===== config.mk =====
export PLATFORM = sky130hd
export DESIGN_NAME = lru_page_replacement_core
export DESIGN_NICKNAME = d
export VERILOG_FILES = /design/src/rtl/lrupr_pkg.sv /design/src/rtl/lrupr_cell.sv /design/src/rtl/lru_page_replacement_core.sv
export VERILOG_INCLUDE_DIRS = /design/src /design/src/rtl
export SDC_FILE = /design/constraint.sdc
export NUM_CORES = 1
export LEC_CHECK = 0
export ABC_AREA = 1
export BUFFER_PORTS_ARGS = -buffer_cell sky130_fd_sc_hd__buf_2
export CAP_MARGIN = 40
export CORE_MARGIN = 8
export CORE_UTILIZATION = 30
export CTS_BUF_LIST = sky130_fd_sc_hd__clkbuf_4
export DETAILED_ROUTE_END_ITERATION = 7
export GPL_TIMING_DRIVEN = 0
export PLACE_DENSITY = 0.48
export REMOVE_ABC_BUFFERS = 1
export SYNTH_ARGS = -nofsm -noshare
export SYNTH_HDL_FRONTEND = slang
export SYNTH_SLANG_ARGS = --single-unit

===== constraint.sdc =====
create_clock -name i_clk -period 5.1 [get_ports i_clk]
set_clock_uncertainty 0.1 [all_clocks]
set_input_delay 0.51 -clock i_clk [delete_from_list [all_inputs] [get_ports i_clk]]
set_output_delay 0.51 -clock i_clk [all_outputs]
set_load 0.05 [all_outputs]

===== src/rtl/lru_page_replacement_core_assert.svh =====
// Assertion macros for the LRU page replacement core.
`ifndef LRU_PAGE_REPLACEMENT_CORE_ASSERT_SVH
`define LRU_PAGE_REPLACEMENT_CORE_ASSERT_SVH

// Same-cycle implication, clocked on i_clk, off during reset.
`define LRUPR_ASSERT_IMP(lbl, ante, cons, msg) \
    lbl: assert property (@(posedge i_clk) disable iff (!i_rst_n) (ante) |-> (cons)) \
        else $error(msg);

// Next-cycle implication, clocked on i_clk, off during reset.
`define LRUPR_ASSERT_NXT(lbl, ante, cons, msg) \
    lbl: assert property (@(posedge i_clk) disable iff (!i_rst_n) (ante) |=> (cons)) \
        else $error(msg);

`endif


===== src/rtl/lrupr_pkg.sv =====
package lrupr_pkg;

    localparam int unsigned PAGE_W  = 16;
    localparam int unsigned CFG_W   = 4;
    localparam int unsigned SLOT_W  = 3;
    localparam int unsigned COUNT_W = 32;
    localparam int unsigned DATA_W  = 32;
    localparam int unsigned ADDR_W  = 2;

    localparam logic [ADDR_W-1:0]  ADDR_FRAMES_IN_USE = 2'd0;
    localparam logic [CFG_W-1:0]   FRAMES_RESET       = 4'd3;
    localparam logic [COUNT_W-1:0] COUNT_MAX          = '1;

    typedef logic [PAGE_W-1:0] t_page;

    // Update command from the top level to one cell.
    typedef struct packed {
        logic step;   // an item is accepted this cycle
        logic load;   // this cell becomes most recent
        logic miss;   // the item missed in every cell
        logic clear;  // string ends or frame count rewritten
    } t_cell_upd;

    // Lookup status from one cell.
    typedef struct packed {
        logic match;  // valid and holds the referenced page
        logic valid;
        logic take;   // first empty active cell along the chain
    } t_cell_stat;

endpackage


===== src/rtl/lrupr_cell.sv =====
module lrupr_cell #(
    parameter int unsigned RANK_W = 3
) (
    input  logic                   i_clk,
    input  logic                   i_rst_n,
    input  lrupr_pkg::t_page       i_page,
    input  logic                   i_active,
    input  logic                   i_empty_seen,
    output logic                   o_empty_seen,
    input  logic [RANK_W-1:0]      i_hit_rank,
    input  lrupr_pkg::t_cell_upd   i_upd,
    output lrupr_pkg::t_cell_stat  o_stat,
    output logic [RANK_W-1:0]      o_rank
);
    import lrupr_pkg::*;

    t_page             r_page;
    logic              r_valid;
    logic [RANK_W-1:0] r_rank;
    logic              w_empty;
    logic              w_age;

    assign w_empty      = i_active & ~r_valid;
    assign o_empty_seen = i_empty_seen | w_empty;

    assign o_stat.match = r_valid & (r_page == i_page);
    assign o_stat.valid = r_valid;
    assign o_stat.take  = w_empty & ~i_empty_seen;
    assign o_rank       = r_rank;

    // older by one step if more recent than the touched frame, or on any miss
    assign w_age = r_valid & (i_upd.miss | (r_rank < i_hit_rank));

    always_ff @(posedge i_clk) begin
        if (!i_rst_n) begin
            r_valid <= 1'b0;
            r_rank  <= '0;
        end else if (i_upd.clear) begin
            r_valid <= 1'b0;
            r_rank  <= '0;
        end else if (i_upd.step) begin
            if (i_upd.load) begin
                r_valid <= 1'b1;
                r_rank  <= '0;
            end else if (w_age) begin
                r_rank <= r_rank + RANK_W'(1);
            end
        end
    end

    always_ff @(posedge i_clk) begin
        if (i_upd.step && i_upd.load && i_upd.miss) begin
            r_page <= i_page;
        end
    end

endmodule


===== src/rtl/lru_page_replacement_core.sv =====
// LRU page replacement core.
// Input channel (i_valid / o_ready) carries one page reference per item:
// i_page_number and i_last_in_string. Output channel (o_valid / i_ready)
// returns one result per item: o_hit, o_slot, o_fault_count, o_is_final.
// Frames are a row of cells; each compares the reference against its page
// in parallel and the first-empty search ripples along the row.
// o_valid rises in the cycle after acceptance. One item per cycle is sustained
// while i_ready stays high, set by the combinational compare and rank update in the cells.
// A result waits in the output register while the next item is accepted if
// i_ready is high in that cycle; while the receiver stalls with a result
// held, o_ready is low and no item is taken.
// frames_in_use is written through the APB port by a write to any address and
// read back at address 0; a write clears all frames and the fault count. An item
// flagged last clears them after its result is formed.
// Reset (synchronous, active low) empties all frames, zeroes the fault count
// and sets frames_in_use to 3. No clearing pass is needed.
`include "lru_page_replacement_core_assert.svh"

module lru_page_replacement_core #(
    parameter int unsigned MAX_FRAMES = 8
) (
    input  logic                              i_clk,
    input  logic                              i_rst_n,
    input  logic                              psel,
    input  logic                              penable,
    input  logic                              pwrite,
    input  logic [lrupr_pkg::ADDR_W-1:0]      paddr,
    input  logic [lrupr_pkg::DATA_W-1:0]      pwdata,
    output logic [lrupr_pkg::DATA_W-1:0]      prdata,
    output logic                              pready,
    input  logic                              i_valid,
    output logic                              o_ready,
    input  logic [lrupr_pkg::PAGE_W-1:0]      i_page_number,
    input  logic                              i_last_in_string,
    output logic                              o_valid,
    input  logic                              i_ready,
    output logic                              o_hit,
    output logic [lrupr_pkg::SLOT_W-1:0]      o_slot,
    output logic [lrupr_pkg::COUNT_W-1:0]     o_fault_count,
    output logic                              o_is_final
);
    import lrupr_pkg::*;

    localparam int unsigned RANK_W = (MAX_FRAMES > 1) ? $clog2(MAX_FRAMES) : 1;
    localparam int unsigned NW     = $clog2(MAX_FRAMES + 1);

    logic [CFG_W-1:0]   r_frames;
    logic [COUNT_W-1:0] r_fault;
    logic               r_out_valid;
    logic               r_hit;
    logic [SLOT_W-1:0]  r_slot;
    logic [COUNT_W-1:0] r_fault_count;
    logic               r_is_final;

    logic [COUNT_W-1:0] n_fault;
    logic               w_accept;
    logic               w_cfg_wr;
    logic               w_clear;
    logic [NW-1:0]      w_frames;
    logic [RANK_W-1:0]  w_last_rank;
    logic [RANK_W-1:0]  w_hit_rank;
    logic [SLOT_W-1:0]  w_slot;
    logic               w_hit;

    t_cell_stat         w_stat [MAX_FRAMES];
    t_cell_upd          w_upd  [MAX_FRAMES];
    logic [RANK_W-1:0]  w_rank [MAX_FRAMES];
    logic [MAX_FRAMES:0]   w_seen;
    logic [MAX_FRAMES-1:0] w_active;
    logic [MAX_FRAMES-1:0] w_match;
    logic [MAX_FRAMES-1:0] w_take;
    logic [MAX_FRAMES-1:0] w_lru;
    logic [MAX_FRAMES-1:0] w_sel;

    assign o_ready  = ~r_out_valid | i_ready;
    assign w_accept = i_valid & o_ready;
    assign w_cfg_wr = psel & penable & pwrite;
    assign w_clear  = w_cfg_wr | (w_accept & i_last_in_string);

    assign pready = 1'b1;
    assign prdata = (paddr == ADDR_FRAMES_IN_USE) ?
                    {{(DATA_W - CFG_W){1'b0}}, r_frames} : '0;

    always_comb begin
        if (r_frames == '0) begin
            w_frames = NW'(1);
        end else if (int'(r_frames) > int'(MAX_FRAMES)) begin
            w_frames = NW'(MAX_FRAMES);
        end else begin
            w_frames = NW'(r_frames);
        end
    end

    assign w_last_rank = RANK_W'(w_frames - NW'(1));
    assign w_seen[0]   = 1'b0;

    for (genvar j = 0; j < MAX_FRAMES; j++) begin : g_cell
        localparam logic [NW-1:0] IDX = NW'(j);

        assign w_active[j] = IDX < w_frames;
        assign w_match[j]  = w_stat[j].match;
        assign w_take[j]   = w_stat[j].take;
        assign w_lru[j]    = w_stat[j].valid & w_active[j] & (w_rank[j] == w_last_rank);

        assign w_upd[j].step  = w_accept;
        assign w_upd[j].load  = w_sel[j];
        assign w_upd[j].miss  = ~w_hit;
        assign w_upd[j].clear = w_clear;

        lrupr_cell #(
            .RANK_W(RANK_W)
        ) u_cell (
            .i_clk       (i_clk),
            .i_rst_n     (i_rst_n),
            .i_page      (i_page_number),
            .i_active    (w_active[j]),
            .i_empty_seen(w_seen[j]),
            .o_empty_seen(w_seen[j+1]),
            .i_hit_rank  (w_hit_rank),
            .i_upd       (w_upd[j]),
            .o_stat      (w_stat[j]),
            .o_rank      (w_rank[j])
        );
    end

    assign w_hit = |w_match;
    assign w_sel = w_hit ? w_match : (w_seen[MAX_FRAMES] ? w_take : w_lru);

    always_comb begin
        w_hit_rank = '0;
        w_slot     = '0;
        for (int j = 0; j < MAX_FRAMES; j++) begin
            if (w_match[j]) begin
                w_hit_rank = w_hit_rank | w_rank[j];
            end
            if (w_sel[j]) begin
                w_slot = w_slot | SLOT_W'(j);
            end
        end
    end

    assign n_fault = (!w_hit && (r_fault != COUNT_MAX)) ? r_fault + COUNT_W'(1) : r_fault;

    always_ff @(posedge i_clk) begin
        if (!i_rst_n) begin
            r_frames <= FRAMES_RESET;
        end else if (w_cfg_wr) begin
            r_frames <= pwdata[CFG_W-1:0];
        end
    end

    always_ff @(posedge i_clk) begin
        if (!i_rst_n) begin
            r_fault <= '0;
        end else if (w_cfg_wr) begin
            r_fault <= '0;
        end else if (w_accept) begin
            r_fault <= i_last_in_string ? '0 : n_fault;
        end
    end

    always_ff @(posedge i_clk) begin
        if (!i_rst_n) begin
            r_out_valid <= 1'b0;
        end else if (w_accept) begin
            r_out_valid <= 1'b1;
        end else if (i_ready) begin
            r_out_valid <= 1'b0;
        end
    end

    always_ff @(posedge i_clk) begin
        if (w_accept) begin
            r_hit         <= w_hit;
            r_slot        <= w_slot;
            r_fault_count <= n_fault;
            r_is_final    <= i_last_in_string;
        end
    end

    assign o_valid       = r_out_valid;
    assign o_hit         = r_hit;
    assign o_slot        = r_slot;
    assign o_fault_count = r_fault_count;
    assign o_is_final    = r_is_final;

    `LRUPR_ASSERT_IMP(a_one_target, w_accept, $onehot(w_sel), "item has no single target frame")
    `LRUPR_ASSERT_IMP(a_single_match, 1'b1, $onehot0(w_match), "page resident in two frames")
    `LRUPR_ASSERT_NXT(a_result_follows, w_accept, r_out_valid, "accepted item left no result")
    `LRUPR_ASSERT_IMP(a_fault_counted, r_out_valid && !r_hit, r_fault_count != '0, "miss not counted")

endmodule


## After elaboration in Yosys (flattened, before gate mapping)

Cells that the tools add are included.

| word-level totals | value |
|---|---|
| flip-flop bits (word level) | 234 |
| latch bits | 0 |
| bits in writable memories | 0 |
| bits in read-only memories | 0 |
| bits of input ports | 58 |
| output and inout port bits | 72 |
| logic and storage cells | 257 |
| memories | 0 |

| operators by class | value |
|---|---|
| add/subtract/negate cells | 10 |
| multipliers | 0 |
| div/mod/pow operators | 0 |
| magnitude comparators | 17 |
| eq/ne operators | 17 |
| shift operators | 0 |
| mux-type cells | 37 |
| bitwise logic cells | 93 |
| reductions and logical operators | 50 |

Operators with widths:

| cell | number |
|---|---|
| 16-bit == test | 8 |
| 3-bit two-way mux | 24 |
| 32-bit two-way mux | 2 |
| 1-bit AND | 51 |
| 32-bit by 1-bit adder with 32-bit output, second input constant | 1 |
| 32-bit inequality test, second input constant | 1 |
| 2-bit AND reduction | 16 |
| 3-bit by 1-bit adder with 3-bit output, second input constant | 8 |
| 3-bit == test | 8 |
| 3-bit less-than comparator | 8 |
| 3-bit OR | 7 |
| 1-bit inverter | 18 |
| 2-bit nonzero test | 9 |
| 1-bit logical AND | 17 |
| 1-bit OR | 17 |
| 3-bit by 4-bit less-than comparator with 1-bit output, first input constant | 4 |
| 8-bit two-way mux | 2 |
| 4-bit two-way mux | 3 |
| 1-bit by 4-bit less-than comparator with 1-bit output, first input constant | 2 |
| 2-bit by 4-bit less-than comparator with 1-bit output, first input constant | 2 |
| 8-bit OR reduction | 1 |
| 2-bit OR reduction | 3 |
| 4-bit > comparator, second input constant | 1 |
| 4-bit logical NOT | 1 |
| other kinds (6) | 10 |

## Logic depth before layout (Yosys ltp)

| depth | value |
|---|---|
| depth in word-level cells | 22 |
| mapped depth | 23 |
| gate-level depth less buffers | 22 |

## Cells and area by module

From an unflattened synthesis, not the netlist that was laid out.

| second synthesis, totals | value |
|---|---|
| cells, all modules | 1653 |
| area, all modules | 13320.3 um2 |

Modules (own cells, without submodules):

| module | instances | cells each | area each (um2) | sequential area each (um2) |
|---|---|---|---|---|
| lrupr_cell | 8 | 108 | 1013.5 | 560.5 |
| lru_page_replacement_core | 1 | 789 | 5212.5 | 1851.8 |

## Worst setup path after synthesis

No wires, ideal clock.

| timing path | value |
|---|---|
| path kind | register to register |
| start point | register r_frames[3] |
| end point | register g_cell[4].u_cell.r_page[0], enable pin |
| setup time | 0.388 ns |
| data arrival time | 3.350 ns |
| required time | 4.612 ns |
| setup slack | 1.262 ns |
| cell stages (with the launch flop) | 18 |
| buffers on the path | 1 |
| clock period less this slack | 3.838 ns |
| cell sequence | dfxtp_1 nor2_4 nand2_1 nand2_1 inv_1 ha_1 ha_1 clkbuf_1 inv_1 a21oi_1 o2111ai_1 a21oi_1 nor2_1 nor2_1 nand2_1 nand2_1 nand2_1 nor2_1 |

| on the way | value |
|---|---|
| longest elaborated chain between the ends | 16 |
| elaborated cells on any way between the ends | 37 |
| those cells by class | add/sub: 1; order compare: 9; eq/ne: 1; mux: 4; bitwise: 19; reduce/logical: 3 |

Ends and longest elaborated chain:

| element | RTL line | text |
|---|---|---|
| from (decl) | lru_page_replacement_core.sv:47 | `logic [CFG_W-1:0] r_frames;` |
| from (signal assigned) | lru_page_replacement_core.sv:148 | `r_frames <= pwdata[CFG_W-1:0];` |
| 4-bit > comparator | lru_page_replacement_core.sv:87 | `end else if (int'(r_frames) > int'(MAX_FRAMES)) begin` |
| 4-bit two-way mux | lru_page_replacement_core.sv:87 |  |
| 4-bit two-way mux * | lru_page_replacement_core.sv:85 | `if (r_frames == '0) begin` |
| 1-bit by 4-bit less-than comparator with 1-bit output | lru_page_replacement_core.sv:100 | `assign w_active[j] = IDX < w_frames;` |
| 1-bit AND | lrupr_cell.sv:23 | `assign w_empty = i_active & ~r_valid;` |
| 1-bit OR (7 in a row) | lrupr_cell.sv:24 | `assign o_empty_seen = i_empty_seen \| w_empty;` |
| 8-bit two-way mux * (2 in a row) | lru_page_replacement_core.sv:127 | `assign w_sel = w_hit ? w_match : (w_seen[MAX_FRAMES] ? w_take : w_lru);` |
| 1-bit logical AND * (2 in a row) | lrupr_cell.sv:52 | `if (i_upd.step && i_upd.load && i_upd.miss) begin` |
| to (signal assigned) | lrupr_cell.sv:53 | `r_page <= i_page;` |
| to (decl) | lrupr_cell.sv:17 | `t_page r_page;` |

Mark *: on every way between the ends. The rest lies on a longest branch, timed or not.
A chain may end at the register's enable or synchronous reset.

## Worst setup path after layout

| timing path | value |
|---|---|
| start point | register r_frames[3] |
| end point | register g_cell[4].u_cell.r_page[3], enable pin |

Same word-level chain as after synthesis.

==> results by group <==
Status
  • Outcome: finished, final reports clean

STA
  • Fmax: 223 MHz
  • Final setup margin: 622 ps
  • RSZ-0062 raised after global routing: false
  • Worst relative slew slack: 41.8%
  • Final setup viols: 0
  • Final hold vios: 0
  • Worst Tran Pin Value: 870 ps
  • Tmin final: 4480 ps
  • Post-Route Setup TNS: 0 ps
  • Final period util: 87.8%
  • Pins Over Slew Limit: 0

Layout
  • Fin util: 34.4%
  • Fill cells: 5076
  • Layout cells sized above 1: 13.3%
  • Design Area, Final: 0.0163 mm2
  • Layout Nets: 2100
  • Area grow syn2layout: 13.9%

Floorplanning
  • Die width: 235 um
  • Die Y: 235 um
  • Total die area: 0.0550 mm2
  • I/O Pins: 130
  • Initial Utilization: 30.2%
  • Core area: 0.0474 mm2
  • Site row count: 80

Pwr
  • Seq pwr share: 46.8%
  • Design Power: 4.46 mW
  • Sw Pwr: 1.31 mW
  • Int Pwr: 3.15 mW
  • Pwr/cell area: 273 mW/mm2
  • Maximum vdd drop: 0.100 mV
  • Switching Fraction: 29.4%
  • Comb power frac: 12.0%
  • Clock power share: 41.2%
  • Leakage: 7.24 nW

Worst hold path
  • Hold_sp: i_page_number[11]
  • Worst min path class: in2reg

Run
  • MaxCap Viol Count: 0

Clocking
  • Setup Buffers After CTS: 0
  • H-Tree Depth: 3
  • TritonCTS clock tree: yes
  • Skew-Pair Late Insertion Delay: 810 ps
  • CTS Root Cell: clkbuf_4
  • Worst-path clk slew: 80 ps
  • Clock tree buffer depth: 3
  • CTS buffer count: 69
  • CTS Sinks: 234

Route
  • Avg Vias per Cell: 4.83
  • DR iter-0 viols: 863
  • WL final: 46600 um
  • 1st-pass router iterations: 6
  • DRC Markers: 0
  • Wire per inst: 17.4 um
  • Vias: 13000
  • Routed Antenna Nets: 0

Yosys
  • Sequential fraction of the synthesis area: 44.2%
  • Post-Syn Area: 0.0143 mm2
  • Post-synthesis cell count: 1883
  • Synth warn: 0
  • Share of the synthesized area in the top cell type: 34.6%
  • Post-synth ARST share: 0%
  • Yosys reg bits: 234
  • Number of flops mapped to enable cells by yosys: 165
  • Area contributors post-synth: edfxtp_1 (35%), nand2_1 (15%), dfxtp_1 (9.6%), inv_1 (5.9%), nor2_1 (5.1%)
  • Syn Area/Cell: 7.61 um2
  • Distinct cells, synth: 55
  • List of most frequent post-synthesis cells: nand2_1 (577), inv_1 (227), nor2_1 (193)
  • Area leader, netlist: edfxtp_1
  • Most common cell in the synthesized netlist: nand2_1
  • Top_reg_cell synth: edfxtp_1

Critical path
  • Crit path capture type: flip-flop
  • Slowest-stage cell, CP: ha_1
  • Critical Path RT: 5490 ps
  • Crit Path Category: reg2reg
  • CP arrival: 4860 ps
  • R2R depth: 18
  • Critical path cell sequence: inv_1 -> nand2_1 -> nand2_1 -> inv_1 -> ha_1 -> ha_1 -> inv_1 -> o22ai_1 -> a21oi_1 -> o2111ai_1 -> a21oi_1 -> nor2_1 -> nor2_1 -> nand2_1 -> nand2_1 -> nand2_1 -> nor2_2 -> buf_4
  • R2R Setup Slk: 620 ps
  • Reg-to-Reg End: g_cell[4].u_cell.r_page[3]$_DFFE_PP_
  • Worst Setup SP: r_frames[3]$_SDFFE_PN0P_
  • Max incr delay on CP: 440 ps
  • CP Max Fanout: 10
  • CP Launch Type: flip-flop
  • Most frequent CP cell: nand2_1
  • RR Startpoint: r_frames[3]$_SDFFE_PN0P_
  • Critical Path End: g_cell[4].u_cell.r_page[3]$_DFFE_PP_

GRT
  • GRT Resource Usage Total: 16.9%
  • Pin count of the biggest net entering global routing: 38
  • Initial antenna violation count: 1
  • Vias in the first global route: 12300
  • Total gr overflow: 0
  • First-pass GRT wire length: 70700 um

Place
  • RD Place Congestion: 0.903
  • DP Worst Slack: 419 ps
  • Area post-placement: 0.0153 mm2
  • Port Buffers: 72
  • Hpwl dp: 33000 um
==> flip-flops by register name, summed over array words and instances (netlist names), 3 cells and up <==
signal / count
g_cell.u_cell.o_rank: 24
g_cell.u_cell.r_page: 128
g_cell.u_cell.r_valid: 8
o_fault_count: 32
o_slot: 3
r_fault: 32
r_frames: 4
==> stage by stage <==
stage	std cells	hold WS, ps
6_report	2684	107
3_5_place_dp	2546	356
4_1_cts	2683	11.6
2_1_floorplan	1848	345
3_3_place_gp	2535	359
5_1_grt	2684	52.7
==> routing by layer <==
layer	global-route usage (%)	wire length, um
met1	23.1	21900
met2	26.4	20300
met3	3.21	3270
met4	6.12	1140
met5	0	0
==> worst min path at each step <==
stage                                                  endpoint  slack, ps  cells past startpoint
after floorplan                        r_fault[26]$_SDFFE_PP0P_        350                      2
after global placement                 r_fault[26]$_SDFFE_PP0P_        360                      2
after detailed placement               r_fault[26]$_SDFFE_PP0P_        360                      2
after CTS                 g_cell[4].u_cell.r_page[11]$_DFFE_PP_         10                      1
after global routing      g_cell[4].u_cell.r_page[11]$_DFFE_PP_         50                      1
final                     g_cell[4].u_cell.r_page[11]$_DFFE_PP_        110                      1
==> cells in the final DEF, fill, tap and decap left out, types with 11 or more instances in the layout <==
| master | instances |
|---|---|
| nand2_1 | 576 |
| inv_1 | 226 |
| nor2_1 | 191 |
| edfxtp_1 | 165 |
| nand3_1 | 110 |
| clkbuf_4 | 107 |
| a21oi_1 | 97 |
| nand4_1 | 79 |
| buf_2 | 72 |
| dfxtp_1 | 69 |
| xnor2_1 | 36 |
| nor3_1 | 31 |
| o21ai_0 | 29 |
| conb_1 | 29 |
| ha_1 | 28 |
| xor2_1 | 22 |
| nand2_2 | 21 |
| inv_2 | 20 |
| and2_1 | 16 |
| clkinv_1 | 15 |
| nand3b_1 | 13 |
| dlygate4sd3_1 | 12 |
| o22ai_1 | 11 |
==> power groups by stage <==
stage                     registers, mW  logic [mW]  clock network (mW)
after floorplan                    2.18       0.282                   0
after global placement             2.13       0.508                   0
after detailed placement           2.13       0.525                   0
after CTS                          2.09       0.533                1.91
after global routing               2.09       0.582                2.01
final                              2.09       0.534                1.84
==> critical path: cells and delay by family (launching register included) <==
kind                       cells  cell delay [ps]
AOI/OAI and AO/OA              4              460
adders and majority gates      2              740
buffers and inverters          4             1000
DFF                            1              360
and+or+nand+nor                8             1520
==> what timing repair did <==
action	4_1_cts	5_1_grt
hold endpoints to repair	7	0
setup endpoints to repair	0	3
resized for setup	0	1
hold buffers	12	0
==> logic make-up (layout without fill, tap and decap cells) <==
| family | count (synthesis) | after routing | share of synthesized area, % |
|---|---|---|---|
| simple gates | 1094 | 1094 | 34.1 |
| buf+inv | 309 | 467 | 9.49 |
| flops | 234 | 234 | 44.2 |
| compound gates | 155 | 155 | 5.87 |
| xor+xnor | 60 | 60 | 3.77 |
| fa+ha+maj | 28 | 28 | 2.44 |
| other cells | 2 | 30 | 0.0524 |
| mux | 1 | 1 | 0.0698 |
==> final cells by class <==
class                      instances  area [um2]  area share (%)
antenna                            1        2.50          0.0153
inverter                         247         932            5.71
sequential                       234        6340            38.8
clock buffer                     107         803            4.92
multi-input combinational       1367        6760            41.4
timing repair buffer              95         639            3.92
tap                              615         769            4.72
clock inverter                    18        72.6           0.445
Note: power is estimated with default switching activity, not from simulation.
